## config.mk

```make
export PLATFORM = sky130hd
export DESIGN_NAME = permutation_unrank_lehmer_top
export DESIGN_NICKNAME = d
export VERILOG_FILES = /design/src/rtl/pul_pkg.sv /design/src/rtl/pul_front.sv /design/src/rtl/pul_radix_stage.sv /design/src/rtl/pul_emitter.sv /design/src/rtl/permutation_unrank_lehmer_top.sv
export SDC_FILE = /design/constraint.sdc
export NUM_CORES = 2
export LEC_CHECK = 0
export BUFFER_PORTS_ARGS = -buffer_cell sky130_fd_sc_hd__clkbuf_2
export CORE_ASPECT_RATIO = 2
export CORE_UTILIZATION = 45
export DETAILED_ROUTE_END_ITERATION = 10
export GPL_TIMING_DRIVEN = 0
export SLEW_MARGIN = 20
export SYNTH_ARGS = -nofsm -noshare
export SYNTH_HDL_FRONTEND = slang
export SYNTH_SLANG_ARGS = --single-unit
```

## constraint.sdc

```tcl
create_clock -name clk -period 12.85 [get_ports clk]
set_input_delay 1.285 -clock clk [delete_from_list [all_inputs] [get_ports clk]]
set_output_delay 1.285 -clock clk [all_outputs]
set_load 0.02 [all_outputs]
```

## src/rtl/pul_pkg.sv

```systemverilog
// Shared types, constants and the factorial table for the permutation unranking block.
package pul_pkg;

    localparam int RankW = 16;
    localparam int ElemW = 3;
    localparam int LenW = 4;
    localparam int MaxRes = 8;

    localparam logic [LenW-1:0] PermLenReset = 4'd8;

    typedef logic [ElemW-1:0] elem_t;
    typedef logic [MaxRes-1:0][ElemW-1:0] digit_vec_t;

    // One rank travelling down the digit pipeline. digits[r-1] holds the
    // factorial-base digit of radix r, which is the digit of position len-r.
    typedef struct packed {
        logic                bad;
        logic [LenW-1:0]     len;
        logic [RankW-1:0]    rank;
        digit_vec_t          digits;
    } pul_item_t;

    function automatic logic [RankW:0] fact_of(input logic [LenW-1:0] n);
        logic [RankW:0] f;
        case (n) inside
            4'd0, 4'd1: f = 17'd1;
            4'd2:       f = 17'd2;
            4'd3:       f = 17'd6;
            4'd4:       f = 17'd24;
            4'd5:       f = 17'd120;
            4'd6:       f = 17'd720;
            4'd7:       f = 17'd5040;
            default:    f = 17'd40320;
        endcase
        return f;
    endfunction

endpackage

```

## src/rtl/pul_front.sv

```systemverilog
// Input register: clamps the length and flags ranks at or above length factorial.
module pul_front import pul_pkg::*; #(
    parameter int LenCap = 8
) (
    input  logic             clk,
    input  logic             rst_n,
    input  logic             advance,
    input  logic             in_valid,
    input  logic [RankW-1:0] rank_index,
    input  logic [LenW-1:0]  perm_length,
    output logic             out_valid,
    output pul_item_t        out_item
);

    logic            valid_reg;
    pul_item_t       item_reg;
    pul_item_t       item_next;
    logic [LenW-1:0] len_eff;

    always_comb
    begin
        if (perm_length == '0)
            len_eff = LenW'(1);
        else if (perm_length > LenW'(LenCap))
            len_eff = LenW'(LenCap);
        else
            len_eff = perm_length;

        item_next.len    = len_eff;
        item_next.rank   = rank_index;
        item_next.bad    = ({1'b0, rank_index} >= fact_of(len_eff));
        item_next.digits = '0;
    end

    always_ff @(posedge clk or negedge rst_n)
    begin
        if (!rst_n)
            valid_reg <= 1'b0;
        else if (advance)
            valid_reg <= in_valid;
    end

    always_ff @(posedge clk)
    begin
        if (advance)
            item_reg <= item_next;
    end

    assign out_valid = valid_reg;
    assign out_item  = item_reg;

endmodule

```

## src/rtl/pul_radix_stage.sv

```systemverilog
// Stage with a product register and a correction register that splits off one factorial-base digit by a constant radix.
module pul_radix_stage import pul_pkg::*; #(
    parameter int RADIX = 2
) (
    input  logic      clk,
    input  logic      rst_n,
    input  logic      advance,
    input  logic      in_valid,
    input  pul_item_t in_item,
    output logic      out_valid,
    output pul_item_t out_item
);

    // floor(2^16 / RADIX): the estimated quotient is exact or one too low.
    localparam logic [RankW-1:0] Recip  = RankW'((1 << RankW) / RADIX);
    localparam logic [RankW-1:0] RadixW = RankW'(RADIX);

    logic                   a_valid_reg;
    pul_item_t              a_item_reg;
    logic [2*RankW-1:0]     a_prod_reg;
    logic [2*RankW-1:0]     a_prod_next;

    logic                   b_valid_reg;
    pul_item_t              b_item_reg;
    pul_item_t              b_item_next;

    logic [RankW-1:0]       q_est;
    logic [RankW+3:0]       qk_full;
    logic [RankW-1:0]       rem_tmp;

    assign a_prod_next = {{RankW{1'b0}}, in_item.rank} * {{RankW{1'b0}}, Recip};

    always_comb
    begin
        q_est   = a_prod_reg[2*RankW-1:RankW];
        qk_full = {4'd0, q_est} * {{RankW{1'b0}}, 4'(RADIX)};
        rem_tmp = a_item_reg.rank - qk_full[RankW-1:0];

        b_item_next = a_item_reg;
        if (rem_tmp >= RadixW)
        begin
            b_item_next.rank = q_est + RankW'(1);
            b_item_next.digits[RADIX-1] = ElemW'(rem_tmp - RadixW);
        end
        else
        begin
            b_item_next.rank = q_est;
            b_item_next.digits[RADIX-1] = ElemW'(rem_tmp);
        end
    end

    always_ff @(posedge clk or negedge rst_n)
    begin
        if (!rst_n)
        begin
            a_valid_reg <= 1'b0;
            b_valid_reg <= 1'b0;
        end
        else if (advance)
        begin
            a_valid_reg <= in_valid;
            b_valid_reg <= a_valid_reg;
        end
    end

    always_ff @(posedge clk)
    begin
        if (advance)
        begin
            a_item_reg <= in_item;
            a_prod_reg <= a_prod_next;
            b_item_reg <= b_item_next;
        end
    end

    assign out_valid = b_valid_reg;
    assign out_item  = b_item_reg;

endmodule

```

## src/rtl/pul_emitter.sv

```systemverilog
// Sequencer: picks one element per unstalled cycle from the shrinking pool, drives output.
module pul_emitter import pul_pkg::*; (
    input  logic       clk,
    input  logic       rst_n,
    input  logic       in_valid,
    input  pul_item_t  in_item,
    output logic       load,
    input  logic       out_stall,
    output logic       out_valid,
    output elem_t      element,
    output elem_t      position,
    output logic       last,
    output logic       bad_rank
);

    logic                 busy_reg, busy_next;
    logic [LenW-1:0]      radix_reg, radix_next;
    elem_t                pos_reg, pos_next;
    digit_vec_t           pool_reg, pool_next;
    digit_vec_t           digits_reg, digits_next;

    logic                 out_valid_reg, out_valid_next;
    elem_t                element_reg, element_next;
    elem_t                position_reg, position_next;
    logic                 last_reg, last_next;
    logic                 bad_reg, bad_next;

    logic                 out_free;
    logic                 issue;
    logic                 finishing;
    elem_t                digit;
    elem_t                pick;
    digit_vec_t           pool_shift;
    digit_vec_t           pool_init;

    always_comb
    begin
        out_free  = !out_valid_reg || !out_stall;
        issue     = busy_reg && out_free;
        finishing = issue && (radix_reg == LenW'(1));
        // The remaining pool size equals the radix of the current digit.
        digit     = digits_reg[ElemW'(radix_reg - LenW'(1))];
        pick      = pool_reg[digit];

        for (int k = 0; k < MaxRes - 1; k++)
            pool_shift[k] = (ElemW'(k) < digit) ? pool_reg[k] : pool_reg[k + 1];
        pool_shift[MaxRes-1] = pool_reg[MaxRes-1];

        for (int k = 0; k < MaxRes; k++)
            pool_init[k] = ElemW'(k);

        // A bad rank needs the output register at once; a good one only the sequencer.
        if (in_item.bad)
            load = in_valid && out_free && !busy_reg;
        else
            load = in_valid && (!busy_reg || finishing);
    end

    always_comb
    begin
        busy_next      = busy_reg;
        radix_next     = radix_reg;
        pos_next       = pos_reg;
        pool_next      = pool_reg;
        digits_next    = digits_reg;
        out_valid_next = out_valid_reg;
        element_next   = element_reg;
        position_next  = position_reg;
        last_next      = last_reg;
        bad_next       = bad_reg;

        if (issue)
        begin
            out_valid_next = 1'b1;
            element_next   = pick;
            position_next  = pos_reg;
            last_next      = finishing;
            bad_next       = 1'b0;
            pos_next       = pos_reg + ElemW'(1);
            radix_next     = radix_reg - LenW'(1);
            pool_next      = pool_shift;
            if (finishing)
                busy_next = 1'b0;
        end
        else if (out_free)
        begin
            out_valid_next = 1'b0;
        end

        if (load)
        begin
            if (in_item.bad)
            begin
                out_valid_next = 1'b1;
                element_next   = '0;
                position_next  = '0;
                last_next      = 1'b1;
                bad_next       = 1'b1;
            end
            else
            begin
                busy_next   = 1'b1;
                radix_next  = in_item.len;
                pos_next    = '0;
                pool_next   = pool_init;
                digits_next = in_item.digits;
            end
        end
    end

    always_ff @(posedge clk or negedge rst_n)
    begin
        if (!rst_n)
        begin
            busy_reg      <= 1'b0;
            out_valid_reg <= 1'b0;
        end
        else
        begin
            busy_reg      <= busy_next;
            out_valid_reg <= out_valid_next;
        end
    end

    always_ff @(posedge clk)
    begin
        radix_reg    <= radix_next;
        pos_reg      <= pos_next;
        pool_reg     <= pool_next;
        digits_reg   <= digits_next;
        element_reg  <= element_next;
        position_reg <= position_next;
        last_reg     <= last_next;
        bad_reg      <= bad_next;
    end

    assign out_valid = out_valid_reg;
    assign element   = element_reg;
    assign position  = position_reg;
    assign last      = last_reg;
    assign bad_rank  = bad_reg;

endmodule

```

## src/rtl/permutation_unrank_lehmer_top.sv

```systemverilog
// Top level of the lexicographic permutation unranking block.
//
// A rank enters on in_valid/in_stall/rank_index and comes back as the permutation
// of 0..L-1 with that rank, one element per output item on out_valid/out_stall,
// in position order, with last set on the final one. A rank at or above L!
// gives a single item with bad_rank and last set and element and position zero.
// L is written through cfg_valid/cfg_ready/cfg_data; 0 counts as 1 and values
// above the cap of min(MAX_LENGTH, 8) count as the cap. Reset sets L to 8.
// The factorial-base digits are split off in a 15-register pipeline, one
// constant radix per two-register stage. A good item then passes through the
// sequencer to the output register; the item for a bad rank goes from the last
// stage straight to the output register. The sequencer emits one element per
// cycle while the output is not stalled, one per position of a good rank, and
// loads the next good rank as it issues the final one. The pipeline advances as a
// whole, so bubbles in it are not squeezed out; in_stall rises whenever an item
// waits in the last stage for the sequencer. When the receiver stalls, the output
// item holds and the sequencer with it, and the pipeline keeps moving until an
// item waits in its last stage. Reset empties the pipeline and the output register.
module permutation_unrank_lehmer_top import pul_pkg::*; #(
    parameter int MAX_LENGTH = 8
) (
    input  logic             clk,
    input  logic             rst_n,
    input  logic             cfg_valid,
    output logic             cfg_ready,
    input  logic [LenW-1:0]  cfg_data,
    input  logic             in_valid,
    output logic             in_stall,
    input  logic [RankW-1:0] rank_index,
    output logic             out_valid,
    input  logic             out_stall,
    output elem_t            element,
    output elem_t            position,
    output logic             last,
    output logic             bad_rank
);

    localparam int LenCap = (MAX_LENGTH < MaxRes) ? MAX_LENGTH : MaxRes;

    logic [LenW-1:0] perm_length_reg;
    logic            advance;
    logic            load;

    // chain[0] is the input register; chain[r-1] follows the stage of radix r.
    logic [MaxRes-1:0] chain_valid;
    pul_item_t         chain_item [MaxRes];

    assign cfg_ready = 1'b1;

    always_ff @(posedge clk or negedge rst_n)
    begin
        if (!rst_n)
            perm_length_reg <= PermLenReset;
        else if (cfg_valid && cfg_ready)
            perm_length_reg <= cfg_data;
    end

    // The pipeline moves as a whole whenever its last stage is empty or drains.
    assign advance  = !chain_valid[MaxRes-1] || load;
    assign in_stall = !advance;

    pul_front #(
        .LenCap      (LenCap)
    ) u_front (
        .clk         (clk),
        .rst_n       (rst_n),
        .advance     (advance),
        .in_valid    (in_valid),
        .rank_index  (rank_index),
        .perm_length (perm_length_reg),
        .out_valid   (chain_valid[0]),
        .out_item    (chain_item[0])
    );

    for (genvar r = 2; r <= MaxRes; r++)
    begin : g_radix
        pul_radix_stage #(
            .RADIX     (r)
        ) u_stage (
            .clk       (clk),
            .rst_n     (rst_n),
            .advance   (advance),
            .in_valid  (chain_valid[r-2]),
            .in_item   (chain_item[r-2]),
            .out_valid (chain_valid[r-1]),
            .out_item  (chain_item[r-1])
        );
    end

    pul_emitter u_emitter (
        .clk       (clk),
        .rst_n     (rst_n),
        .in_valid  (chain_valid[MaxRes-1]),
        .in_item   (chain_item[MaxRes-1]),
        .load      (load),
        .out_stall (out_stall),
        .out_valid (out_valid),
        .element   (element),
        .position  (position),
        .last      (last),
        .bad_rank  (bad_rank)
    );

endmodule

```

### Yosys cells after proc, flatten, opt, wreduce, memory -nomap -nowiden

Index checks and enable logic that the tools add are counted.

* register bits: 638
* latch bits: 0
* RAM bits: 0
* ROM bits: 0
* bits of input ports: 25
* output and inout port bits: 11
* logic and storage cells: 279
* memories: 0

* $add $sub $neg: 22
* $mul: 8
* div/mod/pow operators: 0
* order comparisons: 18
* eq/ne operators: 8
* shifts and indexed selects: 0
* muxes and demuxes: 63
* bitwise logic cells: 1
* reduce and logical (&&, ||, !) cells: 17

Operator list (count)
* $mux W17: 6
* $mux W3: 25
* $ge A16 B3 Y1 const B: 4
* $add A14 B1 Y15 const B: 4
* $mul A15 B13 Y28 const B: 2
* $mux W14: 4
* $mux W24: 2
* $sub A15 B16 Y16: 3
* $sub A16 B16 Y16: 3
* $add A15 B1 Y16 const B: 2
* $ge A16 B2 Y1 const B: 2
* $mul A14 B3 Y16 const B: 2
* $mul A16 B15 Y31 const B: 1
* $mux W15: 2
* $mul A15 B14 Y29 const B: 1
* $mux W21: 1
* $mux W4: 5
* $bmux W3 S3: 2
* $ge A16 B17 Y1: 1
* $eq A4 B3 Y1 const B: 4
* $ge A16 B4 Y1 const B: 1
* $mul A15 B2 Y16 const B: 1
* $mux W16: 1
* $sub A15 B15 Y16: 1
* other kinds (21): 57

### Logic depth before layout (Yosys ltp)

* depth after elaboration: 12
* mapped depth: 21
* depth with buffers taken out: 21

### Cells and area by module

From an unflattened synthesis, not the netlist that was laid out.

* cell total of the unflattened synthesis: 3370
* area total of the unflattened synthesis: 44739.2 um^2

By module, submodules not included
* pul_radix_stage at g_radix[5].u_stage: times used 1, cells an instance 758, area an instance 8877.3 um^2, sequential area each 3052.9 um^2
* pul_radix_stage at g_radix[3].u_stage: times used 1, cells an instance 707, area an instance 8705.8 um^2, sequential area each 3113.0 um^2
* pul_radix_stage at g_radix[2].u_stage ...: times used 3, cells an instance 92, area an instance 2621.3 um^2, sequential area each 2572.5 um^2
* pul_radix_stage at g_radix[6].u_stage: times used 1, cells an instance 646, area an instance 7676.1 um^2, sequential area each 3052.9 um^2
* pul_radix_stage at g_radix[7].u_stage: times used 1, cells an instance 629, area an instance 7428.4 um^2, sequential area each 3052.9 um^2
* pul_emitter: times used 1, cells an instance 238, area an instance 2761.4 um^2, sequential area each 1491.4 um^2
* pul_front: times used 1, cells an instance 104, area an instance 1256.2 um^2, sequential area each 655.6 um^2
* permutation_unrank_lehmer_top: times used 1, cells an instance 12, area an instance 170.2 um^2, sequential area each 101.3 um^2

### Worst setup path after synthesis

No wires, ideal clock.

* path type: input port to flip-flop
* from: input out_stall
* to: register g_radix[2].u_stage.a_item_reg[24] (netlist name) (enable)
* library setup time: 0.955 ns
* data arrival time: 13.728 ns
* data required time: 11.895 ns
* path slack: -1.833 ns
* stages on the path: 7
* buffers on the path: 1
* path through: nand2_1 -> and2_0 -> nand3_1 -> nand2_1 -> nand3b_1 -> nand3b_1 -> clkbuf_1

* longest elaborated chain between the ends: 8
* elaborated cells between the ends (all ways): 10
* classes of those cells: mux: 1; reduce/logical: 9

RTL lines
* start: declaration: RTL line permutation_unrank_lehmer_top.sv:31 `input logic out_stall,`
* $logic_not A1 Y1 (*): RTL line pul_emitter.sv:38 `out_free = !out_valid_reg || !out_stall;`
* $logic_or A1 B1 Y1 (*): RTL line pul_emitter.sv:38
* $logic_and A1 B1 Y1: RTL line pul_emitter.sv:39 `issue = busy_reg && out_free;`
* $logic_and A1 B1 Y1: RTL line pul_emitter.sv:40 `finishing = issue && (radix_reg == LenW'(1));`
* $logic_or A1 B1 Y1: RTL line pul_emitter.sv:56 `load = in_valid && (!busy_reg || finishing);`
* $logic_and A1 B1 Y1: RTL line pul_emitter.sv:56
* $mux W1 (*): RTL line pul_emitter.sv:53 `if (in_item.bad)`
* $logic_or A1 B1 Y1 (*): RTL line permutation_unrank_lehmer_top.sv:59 `assign advance = !chain_valid[MaxRes-1] || load;`
* end signal: assignment: RTL line pul_radix_stage.sv:70 `a_item_reg <= in_item;`
* end: declaration: RTL line pul_radix_stage.sv:19 `pul_item_t a_item_reg;`

Every way passes the cells marked *; elsewhere a longest branch is shown, timed or not.
A chain may end at the register's enable or synchronous reset.

### Final worst setup path

* from: register g_radix[2].u_stage.b_item_reg, in the netlist g_radix[2].u_stage.out_item[27]
* to: register g_radix[3].u_stage.a_prod_reg[30], data pin

* longest elaborated chain between the ends: 1

RTL lines
* start: declaration: RTL line pul_radix_stage.sv:24 `pul_item_t b_item_reg;`
* start signal: assignment: RTL line pul_radix_stage.sv:72 `b_item_reg <= b_item_next;`
* $mul A16 B15 Y31: RTL line pul_radix_stage.sv:31 `assign a_prod_next = {{RankW{1'b0}}, in_item.rank} * {{RankW{1'b0}}, Recip};`
* via g_radix[3].u_stage.a_prod_next[30]: RTL line pul_radix_stage.sv:21 `logic [2*RankW-1:0] a_prod_next;`
* end signal: assignment: RTL line pul_radix_stage.sv:71 `a_prod_reg <= a_prod_next;`
* end: declaration: RTL line pul_radix_stage.sv:20 `logic [2*RankW-1:0] a_prod_reg;`

The timed path passes the listed nets, and every way through them passes these cells.

==> flow_metrics.py <==
metrics = {
    "synth": {
        "avgSynthCellArea_um2": 12.13,
        "post-synth-top-area-fraction": 0.3875,
        "synth_async_sr_flop_share": 0.04200,
        "synth_warnings": 0,
        "synth_top_area_cell": "edfxtp_1",
        "count_leader_synth": "inv_1",
        "synth_top_cells_by_count": "inv_1 (549), ha_1 (503), edfxtp_1 (443)",
        "synth_cells": 2829,
        "seq_area_frac_synth": 0.4238,
        "syn_area_mm2": 0.03433,
        "synth.lib_cells_used.distinct": 78,
        "synth-edff-count": 443,
        "synth_top_flop_cell": "edfxtp_1",
        "yosys-top-cells-area": "edfxtp_1 (39%), ha_1 (18%), fa_1 (14%), inv_1 (6.0%), xnor2_1 (2.6%)",
        "synth_seq_cells": 500,
    },
    "drt": {
        "met2_wirelength_from_detailed_routing_um": 41210,
        "ant_nets": 0,
        "met3RoutedLength_um": 1323,
        "drc": 0,
        "avgRoutedWirePerCell_um": 17.20,
        "top_signal_layer_used": "met4",
        "drtIter0Drc": 683,
        "routedLengthMet1_um": 21810,
        "routed-via-count": 20530,
        "post_drt_via_cell_ratio": 5.170,
        "first_pass_iters": 5,
        "route.final.wire_length_um": 68300,
    },
    "die": {
        "count_of_boundary_i_o_pins": 36,
        "die_width_um": 197.3,
        "die-area_mm2": 0.07746,
        "floorplan.core_area_mm2": 0.07515,
        "row_count": 142,
        "initial_utilization": 0.4568,
        "die_h_um": 392.6,
    },
    "critical_path": {
        "cp-end-kind": "flip-flop",
        "reg2reg_slack_ns": 5.35,
        "crit_path_start": "g_radix[2].u_stage.out_item[27]",
        "critical_path_fanouts_max": 6,
        "cp-start-kind": "flip-flop",
        "crit_type": "flip-flop to flip-flop",
        "crit_end": "g_radix[3].u_stage.a_prod_reg[30]",
        "worst_ep_required_time_ns": 13.19,
        "endpoint_of_the_worst_slack_reg_to_reg_timing_path": "g_radix[3].u_stage.a_prod_reg[30]",
        "reg2reg_depth": 20,
        "worst_r2r_startpoint": "g_radix[2].u_stage.out_item[27]",
        "arrival_ns": 7.84,
    },
    "global_route": {
        "initial_antenna_violation_count": 0,
        "global_route.overflow_total": 0,
        "groute.usage.overall": 0.1845,
        "first_global_vias": 22140,
        "grt_pass1_wl_um": 110600,
        "maximum_number_of_pins_on_one_net_before_global_route_repair": 99,
    },
    "cts": {
        "postCtsSetupRepairBufs": 0,
        "clockRootBuffer": "clkbuf_16",
        "cts_hold_repair.buffers": 0,
        "clk_transition_reported_paths_ns": 0.06,
        "htree_levels": 2,
        "cts_resized": 0,
        "clock_tree_sinks": 500,
        "tritoncts": "built",
        "numCtsBuffers": 49,
        "cts.path.max_buffers": 3,
        "clk-insertion-delay-late_ns": 0.61,
    },
    "sta": {
        "rsz0062_at_grt": "false",
        "hold_violations": 0,
        "slew_headroom": 0.3352,
        "maxClockFrequency_mhz": 133.4,
        "fin_tns_setup_ns": 0,
        "transition_time_of_the_tightest_slew_check_pin_ns": 0.9720,
        "layout_min_cycle_time_ns": 7.499,
        "finalSetupViolations": 0,
        "hold-worst-slack_ns": 0.4091,
        "fin_crit_sh": 0.5836,
        "report.final.slew_viol_count": 0,
        "fin_worst_skew_ns": 0.02244,
    },
    "cells_and_area": {
        "layout-drive-gt1-share": 0.04862,
        "final_core_utilization": 0.4990,
        "final.fill_count": 6643,
        "antenna-diode-count": 0,
        "largest_register_ff_count": 176,
        "fin_nets": 3691,
        "layout_overhead_on_the_synthesized_area_pct": 9.236,
    },
    "place": {
        "gp_congestion": 0.9059,
        "placement.io_buffers": 34,
        "place.detailed.hpwl_um": 56210,
    },
    "status": {
        "run_status": "completed",
    },
    "hold_path": {
        "worst_min_delay_path_class": "flip-flop to flip-flop",
    },
    "run": {
        "timing.max_cap.violations": 0,
    },
}
worst max-delay path: stages (launching register included):
cell and delay [ns]:
edfxtp_1 0.54, ha_1 0.40, fa_1 0.55, inv_1 0.07, fa_1 0.49, inv_1 0.06
fa_1 0.52, fa_1 0.56, inv_1 0.05, fa_1 0.50, inv_1 0.04, ha_1 0.30
a2111oi_1 0.78, o211ai_1 0.22, or3_1 0.55, a31oi_1 0.30, o21bai_1 0.17, a2111oi_0 0.60
o31ai_1 0.22, a21oi_1 0.22, xnor2_1 0.09
logic make-up after synthesis:
logic type / synth area share
compound gates: 0.07388
simple gates: 0.06353
fa+ha+maj: 0.3239
flops: 0.4238
xor+xnor: 0.03699
buf+inv: 0.06331
other cells: 0.0002188
mux: 0.01436
per-stage QoR:
step	cells	cell area [um^2]	setup slack [ns]
final	3970	37500	5.351
after global routing	3970	37500	4.811
after detailed placement	3879	35900	5.202
after floorplan	2833	34350	4.713
after CTS	3970	37500	5.162
after global placement	3875	35780	2.311
worst min-delay path by stage:
stage | endpoint | start | slack, ns | cells after the start
6_report | g_radix[7].u_stage.a_item_reg[6] | g_radix[6].u_stage.out_item[6] | 0.41 | 0
5_1_grt | g_radix[4].u_stage.out_item[9] | g_radix[4].u_stage.a_item_reg[24] | 0.42 | 0
4_1_cts | g_radix[6].u_stage.out_item[43] | g_radix[6].u_stage.a_item_reg[43] | 0.41 | 0
3_5_place_dp | g_radix[2].u_stage.a_item_reg[29] | u_front.out_item[29] | 0.40 | 0
3_3_place_gp | g_radix[6].u_stage.a_item_reg[42] | g_radix[5].u_stage.out_item[42] | 0.40 | 0
2_1_floorplan | g_radix[2].u_stage.a_item_reg[24] | u_front.out_item[24] | 0.40 | 0
layer usage:
layer	global-route usage	vias to the layer above
li1	-	9965
met1	0.1619	10120
met2	0.3886	272
met3	0.01869	173
met4	0.1042	0
met5	0	-
final cells by class:
type / count / area [um^2] / share of cell area
Buffer: 29 / 123.9 / 0.003303
Clock buffer: 61 / 1281 / 0.03417
Clock inverter: 30 / 320.3 / 0.008542
Inverter: 549 / 2061 / 0.05495
Multi-Input combinational cell: 1755 / 17620 / 0.4699
Sequential cell: 500 / 14550 / 0.3880
Tap cell: 1008 / 1261 / 0.03363
Timing Repair Buffer: 38 / 280.3 / 0.007474
layout by cell type (no fill, tap or decap), drive strengths merged, types with 8 or more instances in the layout:
cell type,instances
nor3,24
a2111oi,16
nand4,25
nand2b,19
mux2,9
nand2,134
o2111ai,8
clkinv,14
o21bai,13
nand3,40
nor4,8
a21oi,95
dfxtp,36
dfrtp,20
o21ai,64
a31oi,19
ha,503
edfxtp,443
a21o,32
mux2i,32
nor2b,22
xnor2,103
o211ai,15
xor2,42
o21a,23
a211oi,25
nor2,92
clkbuf,121
inv,556
and2,11
fa,241
and3,23
Power is left out: the tool's default activity adds up to more than one toggle a clock period on the data nets, which glitch-free logic cannot reach.
